$ cat config.mk
export PLATFORM = sky130hd
export DESIGN_NAME = numeric_literal_parser_top_flat
export DESIGN_NICKNAME = d
export VERILOG_FILES = /design/src/sv/nlp_pkg.sv /design/src/sv/nlp_if.sv /design/src/sv/numeric_literal_parser_top.sv /design/src/flat_wrapper.sv
export SDC_FILE = /design/constraint.sdc
export NUM_CORES = 1
export LEC_CHECK = 0
export BUFFER_PORTS_ARGS = -buffer_cell sky130_fd_sc_hd__buf_2
export CORE_MARGIN = 2
export CORE_UTILIZATION = 45
export CTS_CLUSTER_DIAMETER = 120
export DETAILED_ROUTE_END_ITERATION = 8
export MAX_ROUTING_LAYER = met4
export PLACE_DENSITY_LB_ADDON = 0.05
export SETUP_SLACK_MARGIN = 0.5
export SLEW_MARGIN = 5
export SYNTH_ARGS = -nofsm -noshare
export SYNTH_HDL_FRONTEND = slang
export SYNTH_SLANG_ARGS = --single-unit
$ cat constraint.sdc
create_clock -name i_clk -period 5.25 [get_ports i_clk]
set_clock_uncertainty 0.05 [all_clocks]
set_input_delay 0.2625 -clock i_clk [delete_from_list [all_inputs] [get_ports i_clk]]
set_output_delay 0.2625 -clock i_clk [all_outputs]
set_load 0.05 [all_outputs]
$ cat src/sv/nlp_pkg.sv
// ----------------------------------------------------------------------------
// nlp_pkg
// Shared widths, character codes and digit helpers for the numeric literal
// parser.
// ----------------------------------------------------------------------------
package nlp_pkg;

    localparam int VALUE_WIDTH = 16;
    localparam int CHAR_WIDTH  = 8;
    localparam int COUNT_WIDTH = 2;

    localparam logic [CHAR_WIDTH-1:0] CH_ZERO    = 8'd48;
    localparam logic [CHAR_WIDTH-1:0] CH_NINE    = 8'd57;
    localparam logic [CHAR_WIDTH-1:0] CH_UPPER_A = 8'd65;
    localparam logic [CHAR_WIDTH-1:0] CH_UPPER_F = 8'd70;
    localparam logic [CHAR_WIDTH-1:0] CH_LOWER_A = 8'd97;
    localparam logic [CHAR_WIDTH-1:0] CH_LOWER_F = 8'd102;
    localparam logic [CHAR_WIDTH-1:0] CH_UPPER_H = 8'd72;
    localparam logic [CHAR_WIDTH-1:0] CH_LOWER_H = 8'd104;
    localparam logic [CHAR_WIDTH-1:0] UPPER_BIAS = 8'd55;
    localparam logic [CHAR_WIDTH-1:0] LOWER_BIAS = 8'd87;

    localparam logic [COUNT_WIDTH-1:0] BYTES_ONE = 2'd1;
    localparam logic [COUNT_WIDTH-1:0] BYTES_TWO = 2'd2;

    typedef logic [VALUE_WIDTH-1:0] t_value;

    typedef struct packed {
        logic       ok;
        logic [3:0] digit;
    } t_digit;

    function automatic t_digit dec_digit(input logic [CHAR_WIDTH-1:0] c);
        t_digit d;
        d.ok    = (c >= CH_ZERO) && (c <= CH_NINE);
        d.digit = d.ok ? 4'(c - CH_ZERO) : 4'd0;
        return d;
    endfunction

    function automatic t_digit hex_digit(input logic [CHAR_WIDTH-1:0] c);
        t_digit d;
        d.ok    = 1'b1;
        d.digit = 4'd0;
        if ((c >= CH_ZERO) && (c <= CH_NINE)) begin
            d.digit = 4'(c - CH_ZERO);
        end else if ((c >= CH_UPPER_A) && (c <= CH_UPPER_F)) begin
            d.digit = 4'(c - UPPER_BIAS);
        end else if ((c >= CH_LOWER_A) && (c <= CH_LOWER_F)) begin
            d.digit = 4'(c - LOWER_BIAS);
        end else begin
            d.ok = 1'b0;
        end
        return d;
    endfunction

endpackage

$ cat src/sv/nlp_if.sv
// ----------------------------------------------------------------------------
// nlp_if
// Valid/ready channels of the numeric literal parser: character in,
// converted literal out.
// ----------------------------------------------------------------------------
interface nlp_char_if import nlp_pkg::*; ();
    logic                  valid;
    logic                  ready;
    logic [CHAR_WIDTH-1:0] char_code;
    logic                  last_char;

    modport source (output valid, output char_code, output last_char, input ready);
    modport sink   (input valid, input char_code, input last_char, output ready);
endinterface

interface nlp_res_if import nlp_pkg::*; ();
    logic                   valid;
    logic                   ready;
    logic                   valid_res;
    logic [VALUE_WIDTH-1:0] value;
    logic [COUNT_WIDTH-1:0] byte_count;

    modport source (output valid, output valid_res, output value, output byte_count,
                    input ready);
    modport sink   (input valid, input valid_res, input value, input byte_count,
                    output ready);
endinterface

$ cat src/sv/numeric_literal_parser_top.sv
// ----------------------------------------------------------------------------
// numeric_literal_parser_top
// Converts a decimal or H-suffixed hexadecimal ASCII token, one character
// per beat, into a 16-bit value with a byte count.
//
//   channel  dir  payload                          beat
//   i_chr    in   char_code[7:0], last_char        one character of the token
//   o_res    out  valid_res, value[15:0],          one per token, on last char
//                 byte_count[1:0]
//
// One character per cycle sustained, except while a last character waits on a
// stalled o_res. A beat is registered in the input stage, then the digit decode
// and the x10 / x16 update of the running sums (shifts and adds) land in the
// state and result registers. A stall on o_res holds only a last character;
// other characters keep flowing. Reset (i_rst_n low, synchronous) empties both
// stages and restarts the token.
// ----------------------------------------------------------------------------
module numeric_literal_parser_top import nlp_pkg::*; (
    input  logic        i_clk,
    input  logic        i_rst_n,
    nlp_char_if.sink    i_chr,
    nlp_res_if.source   o_res
);

    // input stage
    logic                  r_s1_valid;
    logic [CHAR_WIDTH-1:0] r_s1_char;
    logic                  r_s1_last;

    // token state
    t_value r_dec_sum, n_dec_sum;
    t_value r_hex_sum, n_hex_sum;
    logic   r_all_dec, n_all_dec;
    logic   r_all_hex, n_all_hex;
    logic   r_seen,    n_seen;

    // result stage
    logic                   r_out_valid;
    logic                   r_out_ok;
    t_value                 r_out_value;
    logic [COUNT_WIDTH-1:0] r_out_count;

    logic                   out_free;
    logic                   s1_fire;
    logic                   in_fire;
    t_digit                 dd;
    t_digit                 hd;
    logic                   suffix;
    t_value                 dec_now;
    logic                   dec_ok;
    logic                   res_ok;
    t_value                 res_value;
    logic [COUNT_WIDTH-1:0] res_count;

    assign out_free    = !r_out_valid || o_res.ready;
    assign s1_fire     = r_s1_valid && (!r_s1_last || out_free);
    assign i_chr.ready = !r_s1_valid || s1_fire;
    assign in_fire     = i_chr.valid && i_chr.ready;

    assign dd      = dec_digit(r_s1_char);
    assign hd      = hex_digit(r_s1_char);
    assign suffix  = (r_s1_char == CH_UPPER_H) || (r_s1_char == CH_LOWER_H);
    assign dec_now = (r_dec_sum << 3) + (r_dec_sum << 1) + t_value'(dd.digit);
    assign dec_ok  = r_all_dec && dd.ok;

    always_comb begin
        if (suffix) begin
            res_ok    = r_seen && r_all_hex;
            res_value = res_ok ? r_hex_sum : '0;
        end else begin
            res_ok    = dec_ok;
            res_value = res_ok ? dec_now : '0;
        end
        res_count = (res_value[VALUE_WIDTH-1:8] != '0) ? BYTES_TWO : BYTES_ONE;
    end

    always_comb begin
        n_dec_sum = r_dec_sum;
        n_hex_sum = r_hex_sum;
        n_all_dec = r_all_dec;
        n_all_hex = r_all_hex;
        n_seen    = r_seen;
        if (s1_fire) begin
            if (r_s1_last) begin
                // token done: restart
                n_dec_sum = '0;
                n_hex_sum = '0;
                n_all_dec = 1'b1;
                n_all_hex = 1'b1;
                n_seen    = 1'b0;
            end else begin
                n_dec_sum = dec_now;
                n_hex_sum = (r_hex_sum << 4) + t_value'(hd.digit);
                n_all_dec = dec_ok;
                n_all_hex = r_all_hex && hd.ok;
                n_seen    = 1'b1;
            end
        end
    end

    always_ff @(posedge i_clk) begin
        if (!i_rst_n) begin
            r_s1_valid  <= 1'b0;
            r_dec_sum   <= '0;
            r_hex_sum   <= '0;
            r_all_dec   <= 1'b1;
            r_all_hex   <= 1'b1;
            r_seen      <= 1'b0;
            r_out_valid <= 1'b0;
        end else begin
            r_dec_sum <= n_dec_sum;
            r_hex_sum <= n_hex_sum;
            r_all_dec <= n_all_dec;
            r_all_hex <= n_all_hex;
            r_seen    <= n_seen;

            if (in_fire) begin
                r_s1_valid <= 1'b1;
            end else if (s1_fire) begin
                r_s1_valid <= 1'b0;
            end

            if (s1_fire && r_s1_last) begin
                r_out_valid <= 1'b1;
            end else if (o_res.ready) begin
                r_out_valid <= 1'b0;
            end
        end
    end

    // payload registers
    always_ff @(posedge i_clk) begin
        if (in_fire) begin
            r_s1_char <= i_chr.char_code;
            r_s1_last <= i_chr.last_char;
        end
        if (s1_fire && r_s1_last) begin
            r_out_ok    <= res_ok;
            r_out_value <= res_value;
            r_out_count <= res_count;
        end
    end

    assign o_res.valid      = r_out_valid;
    assign o_res.valid_res  = r_out_ok;
    assign o_res.value      = r_out_value;
    assign o_res.byte_count = r_out_count;

endmodule
$ cat src/flat_wrapper.sv
// flat-port wrapper written by rule: the top's interface ports become plain ports
module numeric_literal_parser_top_flat import nlp_pkg::*;
  (i_clk, i_rst_n, i_chr_valid, i_chr_char_code, i_chr_last_char, i_chr_ready, o_res_valid, o_res_valid_res, o_res_value, o_res_byte_count, o_res_ready);
  nlp_char_if i_chr_i ();
  nlp_res_if o_res_i ();
  input  logic i_clk;
  input  logic i_rst_n;
  input wire logic [$bits(i_chr_i.valid)-1:0] i_chr_valid;
  input wire logic [$bits(i_chr_i.char_code)-1:0] i_chr_char_code;
  input wire logic [$bits(i_chr_i.last_char)-1:0] i_chr_last_char;
  output wire logic [$bits(i_chr_i.ready)-1:0] i_chr_ready;
  output wire logic [$bits(o_res_i.valid)-1:0] o_res_valid;
  output wire logic [$bits(o_res_i.valid_res)-1:0] o_res_valid_res;
  output wire logic [$bits(o_res_i.value)-1:0] o_res_value;
  output wire logic [$bits(o_res_i.byte_count)-1:0] o_res_byte_count;
  input wire logic [$bits(o_res_i.ready)-1:0] o_res_ready;
  assign i_chr_i.valid = i_chr_valid;
  assign i_chr_i.char_code = i_chr_char_code;
  assign i_chr_i.last_char = i_chr_last_char;
  assign i_chr_ready = i_chr_i.ready;
  assign o_res_valid = o_res_i.valid;
  assign o_res_valid_res = o_res_i.valid_res;
  assign o_res_value = o_res_i.value;
  assign o_res_byte_count = o_res_i.byte_count;
  assign o_res_i.ready = o_res_ready;
  numeric_literal_parser_top u_core (.i_clk(i_clk), .i_rst_n(i_rst_n), .i_chr(i_chr_i), .o_res(o_res_i));
endmodule
==> results.sh, run 1 <==
export IMPL_status="finished, final reports clean"
export IMPL_syn_inst=351
export IMPL_min_path_cells=1
export IMPL_fin_cells=488
export IMPL_cts_sinks=64
export IMPL_n_antenna_cell=0
export IMPL_finalCriticalPeriod_ns=4.438
export IMPL_critical_path_buf_inv_count=2
export IMPL_synth_top_family_by_area="compound AO/OA/AOI/OAI gates"
export IMPL_tns_ns=0
export IMPL_worstPathCellList="inv_1 > ha_1 > o21bai_1 > a21oi_2 > nand2_1 > fa_1 > inv_1 > fa_1 > a21oi_1 > nor3b_1 > or3_1 > o21a_1 > a32oi_1 > o211ai_1 > or4_1"
export IMPL_rsz0062_at_grt="false"
export IMPL_crit_fanout=8
export IMPL_ant_nets=0
export IMPL_pre_cts_ws_ns=0.7546
export IMPL_ctsHoldBuffers=0
export IMPL_start_util=0.4581
export IMPL_worstPathArrival_ns=4.47
export IMPL_coreArea_um2=7647
export IMPL_worst_pin_slew_ns=0.9465
export IMPL_cts_inserted_buffers=9
export IMPL_hpwl_um=5545
export IMPL_yosysSeqAreaShare=0.4457
export IMPL_ios=34
export IMPL_layout_commonest_cell="nand2_1"
export IMPL_cts_max_level=3
export IMPL_finalWirelength_um=7738
export IMPL_via_per_inst=5.367
export IMPL_cts_root_buf="clkbuf_8"
export IMPL_critPathLaunchType="register"
export IMPL_yosys_area_share_xor_xnor=0.04250
export IMPL_vias=2619
export IMPL_post_route_util=0.5193
export IMPL_drv_slew=0
export IMPL_layout_drive_gt1_share=0.1451
export IMPL_drtPass1Iterations=4
export IMPL_dp_cells=472
export IMPL_critical_path_required_ns=5.28
export IMPL_period_share=0.8453
export IMPL_clock_path_buffers=2
export IMPL_p_per_area_nw_per_um2=267.1
export IMPL_synth_cell_types=50
export IMPL_mostFrequentLayoutCells="nand2_1, dfxtp_1, buf_2, ha_1, edfxtp_1"
export IMPL_antenna_found_initial=0
export IMPL_avgSynthCellArea_um2=9.981
export IMPL_synth_top_area_share=0.2400
export IMPL_timing_critical_path_depth=15
export IMPL_setup_slack_ns=0.8121
export IMPL_clk_latency_ns=0.34
export IMPL_synth_edf_count=28
export IMPL_grt_max_degree=36
export IMPL_relSlewSlack=0.3661
export IMPL_async_reset_ff_frac=0
export IMPL_syn_nets=397
export IMPL_clock_fmax_ghz=0.2253
export IMPL_row_count=32
export IMPL_slowest_delay_ns=0.48
export IMPL_crit_type="register to register"
export IMPL_ys_warn_count=0
export IMPL_drt_iter0_drc=104
export IMPL_layout_nets=427
export IMPL_die_y_um=92.24
export IMPL_synth_seq_cells=64
export IMPL_grt_ovfl_total=0
export IMPL_grt_pass1_wl_um=12860
export IMPL_cpLargestDelayFamily="compound AO/OA/AOI/OAI gates"
export IMPL_endpoint_kind="register"
export IMPL_setup_violations=0
export IMPL_synth_fa_ha_area_frac=0.1221
export IMPL_hp_class="input port to register"
export IMPL_grt_pass1_vias=2616
export IMPL_fp_dieW_um=92.24
export IMPL_ir_worst_vdd_uv=138.1
export IMPL_area_delta_synth_final_pct=13.36
export IMPL_cpMaxStageDelayCell="edfxtp_1"
export IMPL_synth_compound_area_frac=0.1832
export IMPL_cts_tree="yes"
export IMPL_die_area_um2=8507
export IMPL_dominantRegCellSynth="dfxtp_1"
export IMPL_yosysTopAreaCell="edfxtp_1"
export IMPL_rr_worst_depth=15
export IMPL_portBuffers=33
export IMPL_yosys_top_cells_area="edfxtp_1, dfxtp_1, ha_1"
export IMPL_groute_usage_overall=0.2027
export IMPL_hold_viol=0
export IMPL_place_congestion=0.9132
export IMPL_synth_simple_area_share=0.1771
export IMPL_synth_area_um2=3503
export IMPL_yosys_mux_area_fraction=0
export IMPL_clk_pin_slew_ns=0.08
export IMPL_wire_per_inst_um=15.86
export IMPL_drc=0
export IMPL_p_leak_uw=0.001583
export IMPL_max_cap_violations=0
-- power by group --
part           switching (µW)  leakage (µW)  internal (µW)
combinational            37.9      0.000923           18.7
sequential               10.7      0.000552            528
clock                     212      0.000109            253
-- cell type report --
type	count	area, µm²
Timing Repair Buffer	35	180.2
Tap cell	102	127.6
Multi-Input combinational cell	261	1843
Inverter	10	37.54
Clock buffer	10	148.9
Clock inverter	6	72.57
Sequential cell	64	1562
Fill cell	733	3676
-- layer usage --
metal,wire length [µm],global-route usage,vias to the layer above
met1,3567,0.2406,1224
met2,3772,0.3376,46
met3,210,0.04684,15
li1,-,-,1334
met4,188,0.07463,0
met5,0,-,-
-- worst register-to-register path, stage by stage (launching register included) --
cell,delay (ns)
edfxtp_1,0.48
inv_1,0.18
ha_1,0.19
o21bai_1,0.08
a21oi_2,0.30
nand2_1,0.12
fa_1,0.48
inv_1,0.07
fa_1,0.46
a21oi_1,0.21
nor3b_1,0.09
or3_1,0.44
o21a_1,0.25
a32oi_1,0.21
o211ai_1,0.12
or4_1,0.41
-- cells by family (layout without fill, tap and decap cells) --
group,count (synthesis),after routing
flops,64,64
fa+ha+maj,33,33
xor+xnor,17,17
buf+inv,26,61
simple gates,119,119
compound gates,92,92
-- timing repair --
item                                    in CTS  in global routing
endpoints found under the setup margin       0                  2
buffers inserted                             0                  0
resized for setup                            0                  1
-- sequential cells by signal, summed over array words and instances, names as in the netlist --
signal and count:
u_core.r_dec_sum 15, u_core.r_all_dec 1, u_core.o_res.byte_count 2, u_core.r_s1_valid 1, u_core.o_res.valid 1, u_core.o_res.value 16
u_core.r_s1_char 8, u_core.o_res.valid_res 1, u_core.r_s1_last 1, u_core.r_seen 1, u_core.r_hex_sum 16, u_core.r_all_hex 1
-- cell usage after synthesis, types with 2 or more instances --
| cell type | n |
|---|---|
| nand2_1 | 43 |
| dfxtp_1 | 36 |
| ha_1 | 31 |
| edfxtp_1 | 28 |
| a21boi_0 | 18 |
| nor2_1 | 18 |
| nand3b_1 | 15 |
| nor2b_1 | 15 |
| o21ai_0 | 15 |
| xnor2_1 | 12 |
| a21oi_1 | 11 |
| clkbuf_1 | 11 |
| inv_1 | 10 |
| a22oi_1 | 7 |
| a22o_1 | 6 |
| o21a_1 | 6 |
| a2bb2oi_1 | 5 |
| a31oi_1 | 5 |
| nor3_1 | 5 |
| xor2_1 | 5 |
| and2_1 | 4 |
| buf_2 | 4 |
| nand3_1 | 4 |
| a21o_1 | 3 |
| o21ai_1 | 3 |
| a211oi_1 | 2 |
| a32oi_1 | 2 |
| and3_1 | 2 |
| fa_1 | 2 |
| nor4_1 | 2 |
| or4_1 | 2 |
-- stage by stage --
stage	total power, µW	area (µm²)	hold slack [ns]
6_report	1061	3971	0.03825
5_1_grt	1104	3971	0.01431
4_1_cts	1071	3968	0.02196
3_5_place_dp	607.5	3746	0.3909
3_3_place_gp	607.4	3746	0.3888
2_1_floorplan	588.3	3503	0.3114
-- worst paths after layout --
check	startpoint	endpoint	slack, ns
setup reg to reg	u_core.r_s1_char[0]	u_core.o_res.byte_count[1]	0.81
hold / removal	i_chr_char_code[4]	u_core.r_s1_char[4]	0.04
hold reg to reg	u_core.r_hex_sum[13]	u_core.r_hex_sum[13]	0.41
setup / recovery	u_core.r_s1_char[0]	u_core.o_res.byte_count[1]	0.81
Power figures use the tool's default switching activity.
==> run 2: changes to the inputs <==
==> constraint.sdc (replaced) <==
create_clock -name i_clk -period 3.6 [get_ports i_clk]
set_clock_uncertainty 0.05 [all_clocks]
set_input_delay 0.18 -clock i_clk [delete_from_list [all_inputs] [get_ports i_clk]]
set_output_delay 0.18 -clock i_clk [all_outputs]
set_load 0.05 [all_outputs]
==> run 2 against run 1 <==
  * The flow now finishes with violations (negative setup slack)
  * Critical path depth did not move
  * Total power increased by 59%
  * Global-route usage is 1.5 points higher
  * Worst hold slack gained 0.0018 ns
  * Die area is the same
  * Setup slack lost 0.96 ns
  * Via count is 8.2% higher
  * Routed wire length is 12% higher
  * Clock-buffer cell count down 1
  * Critical endpoint unchanged
  * Largest power group is now clock
  * Highest routed layer unchanged
==> results.sh, run 2 (same netlist as run 1, synthesis figures left out) <==
export IMPL_hp_class="input port to register"
export IMPL_cts_inserted_buffers=9
export IMPL_use_met3=0.03205
export IMPL_crit_type="register to register"
export IMPL_rsz0062_at_grt="true"
export IMPL_drc=0
export IMPL_dp_cells=499
export IMPL_grtUsageMet1=0.2605
export IMPL_start_util=0.4581
export IMPL_whs_ns=0.04007
export IMPL_grt_use_met2=0.3646
export IMPL_grt_pass1_wl_um=13760
export IMPL_layout_commonest_cell="nand2_1"
export IMPL_cts_max_level=3
export IMPL_worstPathArrival_ns=3.78
export IMPL_clock_fmax_ghz=0.2671
export IMPL_die_area_um2=8507
export IMPL_pre_cts_ws_ns=-0.2955
export IMPL_hold_viol=0
export IMPL_cts_sinks=64
export IMPL_hpwl_um=5974
export IMPL_drv_slew=0
export IMPL_finalWirelength_um=8699
export IMPL_layout_drive_gt1_share=0.2894
export IMPL_cts_root_buf="clkbuf_8"
export IMPL_area_delta_synth_final_pct=30.57
export IMPL_fp_dieW_um=92.24
export IMPL_grt_ovfl_total=0
export IMPL_relSlewSlack=0.3324
export IMPL_finalCriticalPeriod_ns=3.743
export IMPL_place_congestion=0.8682
export IMPL_ir_worst_vdd_uv=248.1
export IMPL_p_per_area_nw_per_um2=367.7
export IMPL_fin_cells=534
export IMPL_place_area_um2=3971
export IMPL_ios=34
export IMPL_via_per_inst=5.309
export IMPL_worstPathCellList="inv_2 > ha_2 > o21bai_1 > a21oi_2 > nand2_1 > fa_1 > inv_2 > ha_4 > a211oi_4 > nor2_1 > o21a_1 > o41a_1 > xor2_1 > o21a_1 > or4_1"
export IMPL_cpLargestDelayFamily="compound AO/OA/AOI/OAI gates"
export IMPL_slowest_delay_ns=0.49
export IMPL_portBuffers=33
export IMPL_coreArea_um2=7647
export IMPL_status="finished, violations left"
export IMPL_critical_path_buf_inv_count=2
export IMPL_max_cap_violations=0
export IMPL_clk_latency_ns=0.35
export IMPL_design_area_um2=4574
export IMPL_clk_pin_slew_ns=0.08
export IMPL_crit_fanout=3
export IMPL_violations="negative setup slack"
export IMPL_layout_nets=473
export IMPL_clock_path_buffers=2
export IMPL_worst_pin_slew_ns=0.9968
export IMPL_antenna_found_initial=0
export IMPL_cts_tree="yes"
export IMPL_wire_per_inst_um=16.29
export IMPL_die_y_um=92.24
export IMPL_groute_usage_overall=0.2176
export IMPL_p_leak_uw=0.001851
export IMPL_ant_nets=0
export IMPL_busiest_layer="met2"
export IMPL_mostFrequentLayoutCells="nand2_1, buf_4, dfxtp_1, buf_2, edfxtp_1"
export IMPL_cpMaxStageDelayCell="fa_1"
export IMPL_row_count=32
export IMPL_endpoint_kind="register"
export IMPL_critPathLaunchType="register"
export IMPL_period_share=1.040
export IMPL_setup_slack_ns=-0.1435
export IMPL_setup_violations=2
export IMPL_grt_max_degree=36
export IMPL_grt_pass1_vias=2741
export IMPL_critical_path_required_ns=3.64
export IMPL_n_antenna_cell=0
export IMPL_vias=2835
export IMPL_tns_ns=-0.1759
export IMPL_drt_iter0_drc=114
export IMPL_fillers=672
export IMPL_drtPass1Iterations=4
run 2: final cells by class:
cell class / count / area, µm² / area share
inverter: 10 / 37.54 / 0.008206
multi-input combinational: 261 / 2047 / 0.4475
clock buffer: 9 / 123.9 / 0.02708
timing repair buffer: 81 / 551.8 / 0.1206
sequential: 64 / 1562 / 0.3414
clock inverter: 7 / 125.1 / 0.02735
tap: 102 / 127.6 / 0.02790
run 2: final timing paths:
kind	cells past startpoint	to	from	slack, ns
max reg2reg	15	u_core.o_res.byte_count[1]	u_core.r_s1_char[1]	-0.14
min reg2reg	2	u_core.r_hex_sum[15]	u_core.r_hex_sum[15]	0.42
min	3	u_core.r_s1_valid	i_chr_valid	0.04
max	15	u_core.o_res.byte_count[1]	u_core.r_s1_char[1]	-0.14
run 2: what timing repair did:
item,in CTS,in global routing
pin swaps,10,8
endpoints found under the setup margin,17,21
buffers inserted,5,5
endpoints found under the hold margin,9,0
hold buffers,9,0
gates resized for setup,18,17
run 2: where the power goes:
group / total (µW) / internal, µW / switching, µW / leakage (µW)
logic: 120 / 47.0 / 72.7 / 0.00117
clock network: 786 / 468 / 318 / 0.000125
registers: 776 / 770 / 5.91 / 0.000552
run 2: routing by layer:
layer | routed length [µm] | share of wire | up-vias
li1 | - | - | 1419
met1 | 3764 | 0.43 | 1353
met2 | 4560 | 0.52 | 52
met3 | 234 | 0.027 | 11
met4 | 140 | 0.016 | 0
met5 | 0 | 0 | -
run 2: worst reg2reg max path, stage by stage (launching register included):
cell      delay (ns)
edfxtp_1        0.40
inv_2           0.11
ha_2            0.18
o21bai_1        0.07
a21oi_2         0.14
nand2_1         0.08
fa_1            0.49
inv_2           0.06
ha_4            0.25
a211oi_4        0.22
nor2_1          0.07
o21a_1          0.19
o41a_1          0.33
xor2_1          0.16
o21a_1          0.22
or4_1           0.47
run 2: metrics by stage:
stage          power (µW)  utilization
2_1_floorplan       859.6            -
3_3_place_gp        897.6       0.5193
3_5_place_dp        898.8       0.5193
4_1_cts              1692       0.5834
5_1_grt              1738       0.5982
6_report             1682       0.5982
==> run 3: changes to the inputs <==
--- a/config.mk
+++ b/config.mk
@@ -6,8 +6,10 @@
 export NUM_CORES = 1
 export LEC_CHECK = 0
 export BUFFER_PORTS_ARGS = -buffer_cell sky130_fd_sc_hd__buf_2
+export CELL_PAD_IN_SITES_DETAIL_PLACEMENT = 1
+export CELL_PAD_IN_SITES_GLOBAL_PLACEMENT = 2
 export CORE_MARGIN = 2
-export CORE_UTILIZATION = 45
+export CORE_UTILIZATION = 34
 export CTS_CLUSTER_DIAMETER = 120
 export DETAILED_ROUTE_END_ITERATION = 8
 export MAX_ROUTING_LAYER = met4
==> run 3 against run 2 <==
  * Worst hold slack better by 0.014 ns
  * Design area increased by 2.7%
  * Sequential share of layout area shrank 0.89 points
  * Die area increased by 31%
  * The flow still finishes with violations (negative setup slack)
  * Highest routed layer unchanged
  * Fmax fell by 6.0%
  * Via count up 2.3%
  * Cell count is 7.3% higher
  * Total power shrank 8.8%
  * Clock-buffer cell count increased by 2
==> results.sh, run 3 (same netlist as run 1, synthesis figures left out) <==
export IMPL_worstPathArrival_ns=4.01
export IMPL_crit_fanout=3
export IMPL_ios=34
export IMPL_worst_pin_slew_ns=0.9992
export IMPL_endpoint_kind="register"
export IMPL_grt_pass1_wl_um=16040
export IMPL_place_area_um2=4021
export IMPL_period_share=1.106
export IMPL_drc=0
export IMPL_coreArea_um2=10180
export IMPL_drtPass1Iterations=4
export IMPL_mostFrequentLayoutCells="nand2_1, buf_4, dfxtp_1, buf_2, edfxtp_1"
export IMPL_cts_max_level=3
export IMPL_ir_worst_vdd_uv=197.5
export IMPL_hp_class="input port to register"
export IMPL_finalCriticalPeriod_ns=3.981
export IMPL_rsz0062_at_grt="true"
export IMPL_layout_drive_gt1_share=0.3158
export IMPL_grt_pass1_vias=3087
export IMPL_max_cap_violations=0
export IMPL_relSlewSlack=0.3307
export IMPL_use_met3=0.03154
export IMPL_hold_viol=0
export IMPL_clock_path_buffers=2
export IMPL_fp_dieW_um=105.5
export IMPL_grt_ovfl_total=0
export IMPL_critPathLaunchType="register"
export IMPL_die_area_um2=11130
export IMPL_p_leak_uw=0.001884
export IMPL_clk_pin_slew_ns=0.07
export IMPL_p_per_area_nw_per_um2=326.7
export IMPL_hpwl_um=7096
export IMPL_via_per_inst=5.063
export IMPL_cts_sinks=64
export IMPL_tns_ns=-1.077
export IMPL_grt_max_degree=36
export IMPL_antenna_found_initial=0
export IMPL_area_delta_synth_final_pct=34.07
export IMPL_drv_slew=0
export IMPL_n_antenna_cell=0
export IMPL_grtUsageMet1=0.2255
export IMPL_ant_nets=0
export IMPL_clk_latency_ns=0.35
export IMPL_drt_iter0_drc=88
export IMPL_setup_slack_ns=-0.3811
export IMPL_grt_use_met2=0.3415
export IMPL_place_congestion=0.8008
export IMPL_layout_commonest_cell="nand2_1"
export IMPL_crit_type="register to register"
export IMPL_groute_usage_overall=0.1957
export IMPL_wire_per_inst_um=17.63
export IMPL_portBuffers=33
export IMPL_die_y_um=105.5
export IMPL_finalWirelength_um=10100
export IMPL_violations="negative setup slack"
export IMPL_cts_root_buf="clkbuf_8"
export IMPL_row_count=37
export IMPL_clock_fmax_ghz=0.2512
export IMPL_start_util=0.3440
export IMPL_cts_tree="yes"
export IMPL_busiest_layer="met2"
export IMPL_critical_path_required_ns=3.63
export IMPL_vias=2901
export IMPL_layout_nets=478
export IMPL_design_area_um2=4697
export IMPL_cts_inserted_buffers=9
export IMPL_status="finished, violations left"
export IMPL_setup_violations=5
[run 3: cell types whose count changed in the layout (fill, tap and decap cells not counted), sizes merged]
cell      delta
buf          +5
bufinv       -2
clkbuf       +2
clkinv       +2
clkinvlp     +1
inv          -3
[run 3: worst max-delay path, stage by stage, from the launching register on]
cell	delay, ns
edfxtp_1	0.46
inv_2	0.12
ha_4	0.13
o21bai_1	0.06
a21oi_2	0.17
nand2_1	0.09
fa_1	0.50
inv_2	0.05
fa_2	0.36
a21oi_2	0.18
nor3b_2	0.07
or3_4	0.38
o21a_1	0.20
a32oi_1	0.19
o211ai_1	0.15
or4_1	0.54
[run 3: where the power goes]
part	internal, µW	switching [µW]
combinational	46.3	73.7
sequential	771	6.73
clock	338	299
[run 3: routing by layer]
layer / vias up / wire [µm]
li1: 1440 / -
met1: 1404 / 4333
met2: 44 / 5388
met3: 13 / 202
met4: 0 / 177
met5: - / 0
[run 3: metrics by stage]
stage / total power, µW / hold slack (ns) / utilization / instances / setup WS, ns
final: 1534 / 0.05440 / 0.4612 / 573 / -0.3811
after global routing: 1602 / 0.05905 / 0.4612 / 573 / -0.5836
after CTS: 1552 / 0.04168 / 0.4357 / 564 / -0.2855
after detailed placement: 901.3 / 0.3083 / 0.3948 / 534 / -0.3771
after global placement: 900.3 / 0.3060 / 0.3948 / 534 / -0.3026
after floorplan: 859.6 / 0.2289 / - / 351 / -0.2868
[run 3: path summary, 6_finish.rpt]
check | from | endpoint | slack, ns | depth (start not counted)
min | i_chr_valid | u_core.r_s1_valid | 0.05 | 3
min reg2reg | u_core.r_hex_sum[13] | u_core.r_hex_sum[13] | 0.42 | 2
max reg2reg | u_core.r_s1_char[0] | u_core.o_res.byte_count[1] | -0.38 | 15
max | u_core.r_s1_char[0] | u_core.o_res.byte_count[1] | -0.38 | 15
[run 3: area by class of cell]
type	count	area [µm²]
sequential	64	1562
clock inverter	5	56.30
clock buffer	11	141.4
timing repair buffer	86	611.8
multi-input combinational	261	2118
inverter	10	37.54
tap	136	170.2
fill	1165	5488
[run 3: repair_timing]
item                                    CTS  global route
resized for setup                        17            36
hold buffers                              9             0
endpoints found under the setup margin   20            22
pin swaps                                 6            26
endpoints found under the hold margin     9             0
buffers inserted                          5             9
